`src/rtl/core/pbtt_pkg.sv`:
```
// Shared constants, codes and controller/datapath interface types for the tally table.
package pbtt_pkg;

	localparam int TABLE_SLOTS = 32;
	localparam int IDX_W       = (TABLE_SLOTS > 1) ? $clog2(TABLE_SLOTS) : 1;
	localparam int CNT_W       = $clog2(TABLE_SLOTS + 1);

	localparam int ID_W        = 22;
	localparam int BYTES_W     = 40;
	localparam int BPE_W       = 17;
	localparam int THR_W       = 20;
	localparam int KIB_SHIFT   = 10;
	localparam int CHG_W       = BYTES_W - KIB_SHIFT;
	localparam int ENTRY_W     = ID_W + BYTES_W;

	localparam int CFG_IDX_W   = 2;
	localparam int CFG_DATA_W  = 20;

	localparam logic [CFG_IDX_W-1:0] CFG_BYTES_PER_EVENT = 2'd0;
	localparam logic [CFG_IDX_W-1:0] CFG_ALERT_THRESHOLD = 2'd1;

	localparam logic [BPE_W-1:0] BPE_RESET = 17'd4096;
	localparam logic [THR_W-1:0] THR_RESET = 20'd1000;

	localparam logic CMD_WRITE    = 1'b0;
	localparam logic CMD_TICK     = 1'b1;
	localparam logic KIND_SUMMARY = 1'b0;
	localparam logic KIND_ENTRY   = 1'b1;

	typedef enum logic [2:0] {
		ST_IDLE,
		ST_CLAIM,
		ST_SCAN_RD,
		ST_SCAN_CMP,
		ST_TICK_DIFF,
		ST_TICK_SUM,
		ST_DUMP_RD,
		ST_DUMP_OUT
	} state_t;

	typedef struct packed {
		logic load_event;
		logic clr_idx;
		logic inc_idx;
		logic wr_hit;
		logic wr_claim;
		logic calc_diff;
		logic emit_summary;
		logic emit_entry;
		logic clear_used;
	} ctrl_cmd_t;

	typedef struct packed {
		logic id_zero;
		logic used_zero;
		logic used_full;
		logic idx_last;
		logic id_hit;
	} dp_status_t;

endpackage

```
`src/rtl/core/pbtt_ram.sv`:
```
// Generic simple dual-port RAM with one write port and a registered read port.
module pbtt_ram #(
	parameter int WIDTH = 8,
	parameter int DEPTH = 32,
	localparam int AddrW = (DEPTH > 1) ? $clog2(DEPTH) : 1
) (
	input  logic             clk,
	input  logic             wr_en,
	input  logic [AddrW-1:0] wr_addr,
	input  logic [WIDTH-1:0] wr_data,
	input  logic [AddrW-1:0] rd_addr,
	output logic [WIDTH-1:0] rd_data
);

	logic [WIDTH-1:0] mem_q [DEPTH];

	always_ff @(posedge clk) begin
		if (wr_en) begin
			mem_q[wr_addr] <= wr_data;
		end
		rd_data <= mem_q[rd_addr];
	end

endmodule

```
`src/rtl/core/pbtt_ctrl.sv`:
```
// Controller state machine: sequences slot scans, claims and the tick dump.
module pbtt_ctrl (
	input  logic                clk,
	input  logic                arst_n,
	input  logic                start,
	input  logic                cmd,
	input  pbtt_pkg::dp_status_t status,
	output logic                busy,
	output pbtt_pkg::ctrl_cmd_t  ctl
);

	import pbtt_pkg::*;

	state_t state_q;
	state_t state_d;

	always_ff @(posedge clk or negedge arst_n) begin
		if (!arst_n) begin
			state_q <= ST_IDLE;
		end else begin
			state_q <= state_d;
		end
	end

	always_comb begin
		state_d = state_q;
		ctl     = '0;
		busy    = 1'b1;
		unique case (state_q)
			ST_IDLE: begin
				busy = 1'b0;
				if (start) begin
					if (cmd == CMD_TICK) begin
						state_d = ST_TICK_DIFF;
					end else if (!status.id_zero) begin
						ctl.load_event = 1'b1;
						ctl.clr_idx    = 1'b1;
						if (status.used_zero) begin
							state_d = ST_CLAIM;
						end else if (!status.used_full) begin
							state_d = ST_SCAN_RD;
						end
					end
				end
			end
			ST_CLAIM: begin
				ctl.wr_claim = 1'b1;
				state_d      = ST_IDLE;
			end
			ST_SCAN_RD: begin
				state_d = ST_SCAN_CMP;
			end
			ST_SCAN_CMP: begin
				priority if (status.id_hit) begin
					ctl.wr_hit = 1'b1;
					state_d    = ST_IDLE;
				end else if (status.idx_last) begin
					ctl.wr_claim = 1'b1;
					state_d      = ST_IDLE;
				end else begin
					ctl.inc_idx = 1'b1;
					state_d     = ST_SCAN_RD;
				end
			end
			ST_TICK_DIFF: begin
				ctl.calc_diff = 1'b1;
				state_d       = ST_TICK_SUM;
			end
			ST_TICK_SUM: begin
				ctl.emit_summary = 1'b1;
				ctl.clr_idx      = 1'b1;
				state_d          = status.used_zero ? ST_IDLE : ST_DUMP_RD;
			end
			ST_DUMP_RD: begin
				state_d = ST_DUMP_OUT;
			end
			ST_DUMP_OUT: begin
				ctl.emit_entry = 1'b1;
				if (status.idx_last) begin
					ctl.clear_used = 1'b1;
					state_d        = ST_IDLE;
				end else begin
					ctl.inc_idx = 1'b1;
					state_d     = ST_DUMP_RD;
				end
			end
			default: begin
				state_d = ST_IDLE;
			end
		endcase
	end

endmodule

```
`src/rtl/core/pbtt_dpath.sv`:
```
// Datapath: configuration, totals, slot RAM, scan index and result registers.
module pbtt_dpath (
	input  logic                          clk,
	input  logic                          arst_n,
	input  logic                          cfg_valid,
	input  logic [pbtt_pkg::CFG_IDX_W-1:0]  cfg_index,
	input  logic [pbtt_pkg::CFG_DATA_W-1:0] cfg_data,
	input  logic [pbtt_pkg::ID_W-1:0]       owner_id,
	input  pbtt_pkg::ctrl_cmd_t             ctl,
	output pbtt_pkg::dp_status_t            status,
	output logic                          strobe,
	output logic                          kind,
	output logic [pbtt_pkg::ID_W-1:0]       report_id,
	output logic [pbtt_pkg::BYTES_W-1:0]    byte_count,
	output logic [pbtt_pkg::CHG_W-1:0]      change_kib,
	output logic                          alert,
	output logic                          last
);

	import pbtt_pkg::*;

	function automatic logic [BYTES_W-1:0] sat_add(input logic [BYTES_W-1:0] a,
	                                               input logic [BPE_W-1:0] b);
		logic [BYTES_W:0] s;
		s = {1'b0, a} + (BYTES_W+1)'(b);
		return s[BYTES_W] ? '1 : s[BYTES_W-1:0];
	endfunction

	logic [BPE_W-1:0]   bpe_q;
	logic [THR_W-1:0]   thr_q;
	logic [BYTES_W-1:0] total_q;
	logic [BYTES_W-1:0] prev_q;
	logic [CNT_W-1:0]   used_q;
	logic [IDX_W-1:0]   idx_q;
	logic [ID_W-1:0]    id_q;
	logic [CHG_W-1:0]   chg_s1;

	logic               strobe_q;
	logic               kind_q;
	logic [ID_W-1:0]    report_id_q;
	logic [BYTES_W-1:0] byte_count_q;
	logic [CHG_W-1:0]   change_kib_q;
	logic               alert_q;
	logic               last_q;

	logic               wr_en;
	logic [IDX_W-1:0]   wr_addr;
	logic [ENTRY_W-1:0] wr_data;
	logic [ENTRY_W-1:0] rd_data;
	logic [ID_W-1:0]    rd_id;
	logic [BYTES_W-1:0] rd_bytes;
	logic [BYTES_W-1:0] diff;

	assign rd_id    = rd_data[ENTRY_W-1:BYTES_W];
	assign rd_bytes = rd_data[BYTES_W-1:0];

	assign status.id_zero   = (owner_id == '0);
	assign status.used_zero = (used_q == '0);
	assign status.used_full = (used_q == CNT_W'(TABLE_SLOTS));
	assign status.idx_last  = ((CNT_W'(idx_q) + CNT_W'(1)) == used_q);
	assign status.id_hit    = (rd_id == id_q);

	// Claim writes at the fill point, a hit writes back where the scan stopped.
	assign wr_en   = ctl.wr_hit | ctl.wr_claim;
	assign wr_addr = ctl.wr_hit ? idx_q : used_q[IDX_W-1:0];
	assign wr_data = ctl.wr_hit ? {id_q, sat_add(rd_bytes, bpe_q)}
	                            : {id_q, BYTES_W'(bpe_q)};

	assign diff = (total_q >= prev_q) ? (total_q - prev_q) : (prev_q - total_q);

	pbtt_ram #(
		.WIDTH (ENTRY_W),
		.DEPTH (TABLE_SLOTS)
	) u_slot_ram (
		.clk     (clk),
		.wr_en   (wr_en),
		.wr_addr (wr_addr),
		.wr_data (wr_data),
		.rd_addr (idx_q),
		.rd_data (rd_data)
	);

	always_ff @(posedge clk or negedge arst_n) begin
		if (!arst_n) begin
			bpe_q    <= BPE_RESET;
			thr_q    <= THR_RESET;
			total_q  <= '0;
			prev_q   <= '0;
			used_q   <= '0;
			idx_q    <= '0;
			strobe_q <= 1'b0;
		end else begin
			if (cfg_valid) begin
				unique case (cfg_index)
					CFG_BYTES_PER_EVENT: bpe_q <= cfg_data[BPE_W-1:0];
					CFG_ALERT_THRESHOLD: thr_q <= cfg_data[THR_W-1:0];
					default: ;
				endcase
			end
			if (ctl.load_event) begin
				total_q <= sat_add(total_q, bpe_q);
			end
			if (ctl.emit_summary) begin
				prev_q  <= total_q;
				total_q <= '0;
			end
			priority if (ctl.clear_used) begin
				used_q <= '0;
			end else if (ctl.wr_claim) begin
				used_q <= used_q + CNT_W'(1);
			end
			priority if (ctl.clr_idx) begin
				idx_q <= '0;
			end else if (ctl.inc_idx) begin
				idx_q <= idx_q + IDX_W'(1);
			end
			strobe_q <= ctl.emit_summary | ctl.emit_entry;
		end
	end

	always_ff @(posedge clk) begin
		if (ctl.load_event) begin
			id_q <= owner_id;
		end
		if (ctl.calc_diff) begin
			chg_s1 <= diff[BYTES_W-1:KIB_SHIFT];
		end
		if (ctl.emit_summary) begin
			kind_q       <= KIND_SUMMARY;
			report_id_q  <= '0;
			byte_count_q <= total_q;
			change_kib_q <= chg_s1;
			alert_q      <= (chg_s1 > CHG_W'(thr_q));
			last_q       <= status.used_zero;
		end else if (ctl.emit_entry) begin
			kind_q       <= KIND_ENTRY;
			report_id_q  <= rd_id;
			byte_count_q <= rd_bytes;
			change_kib_q <= '0;
			alert_q      <= 1'b0;
			last_q       <= status.idx_last;
		end
	end

	assign strobe     = strobe_q;
	assign kind       = kind_q;
	assign report_id  = report_id_q;
	assign byte_count = byte_count_q;
	assign change_kib = change_kib_q;
	assign alert      = alert_q;
	assign last       = last_q;

`ifndef SYNTH
	a_claim_not_full: assert property (@(posedge clk) disable iff (!arst_n)
		ctl.wr_claim |-> !status.used_full)
		else $error("slot claimed on a full table");
	a_claim_counts: assert property (@(posedge clk) disable iff (!arst_n)
		(ctl.wr_claim && !ctl.clear_used) |=> (used_q == $past(used_q) + CNT_W'(1)))
		else $error("fill count did not advance on claim");
	a_summary_clears: assert property (@(posedge clk) disable iff (!arst_n)
		ctl.emit_summary |=> (total_q == '0 && prev_q == $past(total_q)))
		else $error("interval total not rolled over on summary");
`endif

endmodule

```
`src/rtl/core/per_id_byte_tally_table.sv`:
```
// Top level of the per-ID byte tally table: controller plus datapath.
//
// A word is taken when start is high and busy is low. cmd 0 is a write event for
// owner_id: it adds bytes_per_event to the saturating interval total and to the slot
// of that ID, claiming the next free slot for a new ID; ID 0 is dropped and a full
// table only counts the total. cmd 1 is a tick: one summary word, then one word per
// used slot in slot order, the final one flagged by last; the table and the total
// then clear. Results come out on strobe for exactly one cycle each and cannot be
// held off, so the receiver must take every strobed word. A dropped ID or a full
// table is handled in idle, a first claim into an empty table in the claim state;
// other events scan the used slots from slot 0, write back on a hit or claim the fill
// point after the last slot. A tick runs the diff and sum states, then dumps the entries;
// busy stays high throughout. The scan rate is set by the slot RAM, which
// has a single read port with a registered read, so each slot visit passes a read
// state and a compare state. No clearing pass runs after reset: a fill count marks
// the used slots. Configuration writes are always taken (cfg_ready stays high).
module per_id_byte_tally_table (
	input  logic                          clk,
	input  logic                          arst_n,
	input  logic                          start,
	output logic                          busy,
	input  logic                          cmd,
	input  logic [pbtt_pkg::ID_W-1:0]       owner_id,
	input  logic                          cfg_valid,
	output logic                          cfg_ready,
	input  logic [pbtt_pkg::CFG_IDX_W-1:0]  cfg_index,
	input  logic [pbtt_pkg::CFG_DATA_W-1:0] cfg_data,
	output logic                          strobe,
	output logic                          kind,
	output logic [pbtt_pkg::ID_W-1:0]       report_id,
	output logic [pbtt_pkg::BYTES_W-1:0]    byte_count,
	output logic [pbtt_pkg::CHG_W-1:0]      change_kib,
	output logic                          alert,
	output logic                          last
);

	import pbtt_pkg::*;

	ctrl_cmd_t  ctl;
	dp_status_t status;

	// Registers are written straight from the port; accept every word.
	assign cfg_ready = 1'b1;

	// Sequence the scan, claim and dump steps.
	pbtt_ctrl u_ctrl (
		.clk    (clk),
		.arst_n (arst_n),
		.start  (start),
		.cmd    (cmd),
		.status (status),
		.busy   (busy),
		.ctl    (ctl)
	);

	// Hold the slots, totals and the result word.
	pbtt_dpath u_dpath (
		.clk        (clk),
		.arst_n     (arst_n),
		.cfg_valid  (cfg_valid),
		.cfg_index  (cfg_index),
		.cfg_data   (cfg_data),
		.owner_id   (owner_id),
		.ctl        (ctl),
		.status     (status),
		.strobe     (strobe),
		.kind       (kind),
		.report_id  (report_id),
		.byte_count (byte_count),
		.change_kib (change_kib),
		.alert      (alert),
		.last       (last)
	);

`ifndef SYNTH
	// Result strobes never come back to back.
	a_strobe_spaced: assert property (@(posedge clk) disable iff (!arst_n)
		strobe |=> !strobe)
		else $error("result strobe on consecutive cycles");
`endif

endmodule
```
`config.mk`:
```
export PLATFORM = sky130hd
export DESIGN_NAME = per_id_byte_tally_table
export DESIGN_NICKNAME = d
export VERILOG_FILES = /design/src/rtl/core/pbtt_pkg.sv /design/src/rtl/core/pbtt_ram.sv /design/src/rtl/core/pbtt_ctrl.sv /design/src/rtl/core/pbtt_dpath.sv /design/src/rtl/core/per_id_byte_tally_table.sv
export SDC_FILE = /design/constraint.sdc
export NUM_CORES = 2
export LEC_CHECK = 0
export ABC_AREA = 1
export ABC_CLOCK_PERIOD_IN_PS = 6160
export BUFFER_PORTS_ARGS = -buffer_cell sky130_fd_sc_hd__buf_2
export CAP_MARGIN = 0
export CORE_MARGIN = 3
export CORE_UTILIZATION = 59
export CTS_BUF_LIST = sky130_fd_sc_hd__clkbuf_8
export DETAILED_ROUTE_END_ITERATION = 10
export PLACE_DENSITY = 0.78
export RECOVER_POWER = 25
export SYNTH_ARGS = -nofsm -noshare
export SYNTH_HDL_FRONTEND = slang
export SYNTH_HIERARCHICAL = 1
export SYNTH_SLANG_ARGS = --single-unit
```
`constraint.sdc`:
```
create_clock -name clk -period 6.16 [get_ports clk]
set_clock_uncertainty 0.2 [all_clocks]
set_input_delay 0.308 -clock clk [delete_from_list [all_inputs] [get_ports clk]]
set_output_delay 0.308 -clock clk [all_outputs]
set_load 0.01 [all_outputs]
```
; ---- Word level (Yosys, flattened, before mapping)
; Memory sizes are Yosys's and may differ from the RTL's. A register that Yosys moved wholly into a read port is not among the register bits.
; Cells that the tools add are included.
[op_classes]
add_sub_neg = 7
magnitude_cmp = 2
eq_ne = 14
mux = 48
bitwise = 2
n_reduce_logical = 11
[ops]
columns = op, count
row1 = $mux 40, 8
row2 = $add 40x17->41, 2
row3 = $sub 40x40->40, 2
row4 = $mux 30, 2
row5 = $ge 40x40->1, 1
row6 = $gt 30x20->1, 1
row7 = $pmux 3 s8, 1
row8 = $eq 22x22->1, 1
row9 = $logic_not 22->1, 1
row10 = $mux 3, 7
row11 = $mux 1, 16
row12 = $mux 5, 3
row13 = $eq 3x3->1 const B, 4
row14 = $mux 2, 6
row15 = $mux 6, 2
row16 = $reduce_bool 2->1, 4
row17 = $add 5x1->6 const B, 1
row18 = $add 6x1->6 const B, 1
row19 = $eq 3x2->1 const B, 2
row20 = $eq 6x6->1, 1
row21 = $eq 6x6->1 const B, 1
row22 = $logic_not 6->1, 1
row23 = $pmux 1 s2, 3
row24 = $add 5x1->5 const B, 1
row25 = 10 further kinds, 12
[word_totals]
register_bits = 279
mem_bits_rw = 1984
inputBits = 49
output_inout_bits = 98
elab_cells = 101
mem_count = 1
[mem_list]
columns = memory, words, word_bits, rd, rd_ports_with_merged_regs, write_ports, line_no
row1 = u_dpath.u_slot_ram.mem_q, 32, 62, 1, 1, 1, pbtt_ram.sv:15  ; logic [WIDTH-1:0] mem_q [DEPTH];

; ---- Longest topological paths before layout
[depth]
word_depth = 8
ltp_mapped = 17
ltp_nobuf = 17

; ---- Modules after synthesis
; The synthesis kept the hierarchy.
[modules_own_cells]
columns = mod, n_inst, cells_each, area_each_um2, seq_area_each_um2
row1 = pbtt_ram, 1, 6802, 81036.5, 60818.3
row2 = pbtt_dpath, 1, 3293, 21499.4, 7420.9
row3 = pbtt_ctrl, 1, 52, 299.0, 75.1
row4 = per_id_byte_tally_table, 1, 2, 11.3, 0.0

; ---- Worst setup path after synthesis
; OpenSTA, ideal clock, no wires.
[synth_path]
path_type = register -> register
from = register u_dpath.id_q[20]
to = memory u_dpath/u_slot_ram/mem_q[16][0] (netlist bit), enable pin
setup_ns = 0.482
arrival_time_ns = 5.281
t_required_ns = 5.478
path_slack_ns = 0.196
stages_incl_launch_ff = 14
n_path_buf = 2
period_less_slack_ns = 5.964
cell_sequence = edfxtp_1 xor2_1 nor3b_1 nand3_1 nor3_1 and3_1 inv_1 nor3_1 clkbuf_1 clkbuf_1 o21ai_0 inv_1 nand3_1 nor2_1
[synth_rtl]
columns = element, line_no
row1 = "start, declared", pbtt_dpath.sv:35  ; logic [ID_W-1:0] id_q;
row2 = "start signal, assigned", pbtt_dpath.sv:123  ; id_q <= owner_id;
row3 = "end, declared", pbtt_ram.sv:15

==> metrics.md <==
| Metric | Value |
|---|---|
| Setup_tns | 0 ps |
| TritonCTS clock tree | yes |
| EDFF count, synth | 2108 |
| Number of I/O port buffers | 145 |
| Clk buf depth | 4 |
| Clock tree root buffer cell | clkbuf_8 |
| Fmax | 177.1 MHz |
| Die Y | 423.5 um |
| Most instantiated library cell after synthesis | nand2_1 |
| Final net count | 10670 |
| # setup viols final | 0 |
| Clock slew at reported path FFs | 70 ps |
| Pwr dens | 269.2 nW/um^2 |
| Crit Path Class | flop to flop |
| Core area | 172500 um^2 |
| Starting DRT DRC Count | 9985 |
| Crit-path slowest cell | nor4_1 |
| Die area | 179400 um^2 |
| Initial Util | 59.62% |
| Vias after detailed routing | 77140 |
| Failing checks | capacitance limit, slew limit |
| Crit path time final | 5646 ps |
| VDD IR max | 0.2869 mV |
| First-pass DRT Iterations | 8 |
| MaxCap Viol Count | 8 |
| CTS buffer count | 376 |
| Status | complete, but fails checks |
| Synth area leaders | edfxtp_1 62%, nand2_1 15%, nand3_1 8.2%, dfrtp_1 3.0%, inv_1 2.1% |
| Largest net degree at the start of global routing | 213 |
| Worst Setup End Kind | flop |
| Estimated wirelength of the detail-placed design | 173.6 mm |
| First-pass GRT wire length | 446.1 mm |
| Seq/Total Area, Yosys | 66.42% |
| Drc violations | 0 |
| Area leader, netlist | edfxtp_1 |
| Critical Path AT | 6120 ps |
| Sink Count | 2325 |
| Slew headroom | -118.0% |
| Cell depth of the worst flop-to-flop path | 13 |
| Fraction of layout cells with a size suffix above 1 | 7.311% |
| Clk_lat worst skew | 1080 ps |
| Routed Antenna Nets | 0 |
| IO Count | 147 |
| Crit path top cell by count | inv_1 |
| Routed wire length | 299.3 mm |
| Post-Syn Area | 102800 um^2 |
| Crit path buf inv count | 5 |
| FILL cells | 12750 |
| Via/cell ratio | 5.897 |
| CP Depth | 13 |
| FF+latch count, synth | 2325 |
| Syn. warnings | 6 |
| Syn Nets | 10340 |
| Endpoints failing hold | 0 |
| Min-Delay Path Depth | 4 |
| Final Max Tran Viols | 283 |
| Top cell type's share of synthesized area | 61.55% |
| Synth Flop Type | edfxtp_1 |
| Total grt overflow | 0 |
| Die width | 423.5 um |
| Worst Setup Start Kind | flop |
| Post-CTS Repair Setup Buffers | 0 |
| Min-delay worst type | primary input to flop |
| Core Rows | 152 |
| CTS H-tree lvls | 5 |
| RSZ-0062 raised after global routing | no |
| Worst-path fanout max | 37 |
| Synth unique cells | 48 |
| Crit-path leading delay family | simple AND/OR/NAND/NOR gates |
| Cells after Synth | 10150 |
| Routed WL per cell | 22.88 um |
| Gr usage total | 32.86% |
| Critical path, cell by cell | clkbuf_1 -> nand2_1 -> nand4_1 -> nor4_1 -> and3_1 -> inv_1 -> nor3_2 -> buf_4 -> o21ai_0 -> inv_1 -> nand3_1 -> nor2_4 -> buf_12 |
| Worst Path Required | 6630 ps |
| Final critical-path share of the clock period | 91.66% |
| CP max stage delay | 710 ps |
| Vias in the first global route | 74590 |
| Leakage | 0.04568 uW |
| Area delta synth->final | 11.35% |
| Gpl congestion | 1.002 |
| Worst Max-Slew Pin Slew | 3270 ps |
| Commonest cells in the netlist | 4076 x nand2_1, 2108 x edfxtp_1, 1683 x nand3_1, 575 x inv_1, 286 x nor2_1 |
| Post-synth ARST share | 5.677% |
| Initial antenna violation count | 6 |
| Syn avg cell area | 10.13 um^2 |
| Total chip power | 30820 uW |
placed cells by master, fill, tap and decap left out, types with 49 or more instances in the layout:
cell type | synthesis | routed
a21oi_1 | 119 | 106
buf_12 | 0 | 61
buf_4 | 46 | 126
clkbuf_1 | 117 | 136
clkbuf_8 | 0 | 407
clkinv_1 | 2 | 49
dfrtp_1 | 125 | 120
dfxtp_1 | 85 | 85
dlygate4sd3_1 | 0 | 100
edfxtp_1 | 2108 | 2108
ha_1 | 136 | 136
inv_1 | 575 | 730
nand2_1 | 4076 | 4075
nand3_1 | 1683 | 1683
nor2_1 | 286 | 254
o21ai_0 | 202 | 202
xor2_1 | 66 | 66
final timing paths:
kind	startpoint	endpoint	slack, ps
max	u_dpath/id_q[12]	u_dpath/u_slot_ram/mem_q[12][25]	510
min	cfg_data[0]	u_dpath/thr_q[0]	110
max reg2reg	u_dpath/id_q[12]	u_dpath/u_slot_ram/mem_q[12][25]	510
min reg2reg	u_dpath/u_slot_ram/rd_data[47]	u_dpath/report_id[7]	280
max in group asynchronous	arst_n	u_dpath/prev_q[38]	1740
min in group asynchronous	arst_n	u_dpath/thr_q[7]	840
report_power, final:
group / internal (uW) / switching (uW) / total [uW]
logic: 313 / 744 / 1060
clock network: 6520 / 6000 / 12500
registers: 17200 / 61.1 / 17300
routing by layer:
layer / GRT usage (%) / vias to the layer above / routed length [um]
met5: 0 / - / 21
met4: 18.94 / 4 / 18770
met3: 5.639 / 993 / 31010
met2: 54.10 / 4824 / 143900
met1: 41.32 / 36460 / 105600
li1: - / 34860 / -
per-stage QoR:
stage / instance area [um^2] / hold slack [ps] / util, % / worst slack [ps] / cells
2_1_floorplan: 102800 / -187.6 / - / 196.3 / 10150
3_3_place_gp: 106700 / 191.4 / 61.88 / 858.3 / 12310
3_5_place_dp: 106700 / 191.9 / 61.88 / 906.0 / 12310
4_1_cts: 114700 / 25.36 / 66.51 / 822.9 / 13080
5_1_grt: 114500 / 89.51 / 66.39 / 358.6 / 13080
6_report: 114500 / 110.9 / 66.39 / 513.6 / 13080
tightest hold or removal path: cells and delay by family:
| family | cells | cell delay [ps] |
|---|---|---|
| buf+inv | 3 | 730 |
| compound gates | 1 | 190 |
area by class of cell:
cell class / count / area [um^2] / area share (%)
inverters: 586 / 2230 / 1.947
multi-input cells: 6744 / 30270 / 26.44
flip-flops and latches: 2325 / 68330 / 59.67
clock inverters: 255 / 1349 / 1.178
clock buffers: 407 / 5602 / 4.891
repair buffers: 448 / 3826 / 3.341
diodes: 6 / 15.01 / 0.01311
well taps: 2310 / 2890 / 2.524
registers in the layout (all words and copies together), names as in the netlist:
| signal | cells |
|---|---|
| u_dpath/chg_s1 | 30 |
| u_dpath/idx_q | 5 |
| u_dpath/prev_q | 40 |
| u_dpath/total_q | 40 |
| u_dpath/last | 1 |
| u_ctrl/state_q | 3 |
| u_dpath/change_kib | 30 |
| u_dpath/strobe | 1 |
| u_dpath/report_id | 22 |
| u_dpath/byte_count | 40 |
| u_dpath/thr_q | 20 |
| u_dpath/alert | 1 |
| u_dpath/kind | 1 |
| u_dpath/u_slot_ram/mem_q | 1984 |
| u_dpath/bpe_q | 17 |
| u_dpath/id_q | 22 |
| u_dpath/used_q | 6 |
| u_dpath/u_slot_ram/rd_data | 62 |
cell families (layout without fill, tap and decap cells):
logic type                 Yosys count  after routing  synth area share [%]
DFF                               2325           2325                 66.42
other                                1              7              0.003646
AOI/OAI and AO/OA                  352            352                 1.775
buffers and inverters             1080           1696                 4.504
and+or+nand+nor                   6169           6169                 24.89
xor gates and xnor gates            84             84                0.7153
adders and majority gates          138            138                 1.693
repair_timing:
action / CTS / global route
setup endpoints to repair: 0 / 0
endpoints found under the hold margin: 216 / 0
resized for setup: 0 / 0
hold buffers: 101 / 0
No activity file was read; power rests on OpenSTA's default activity.
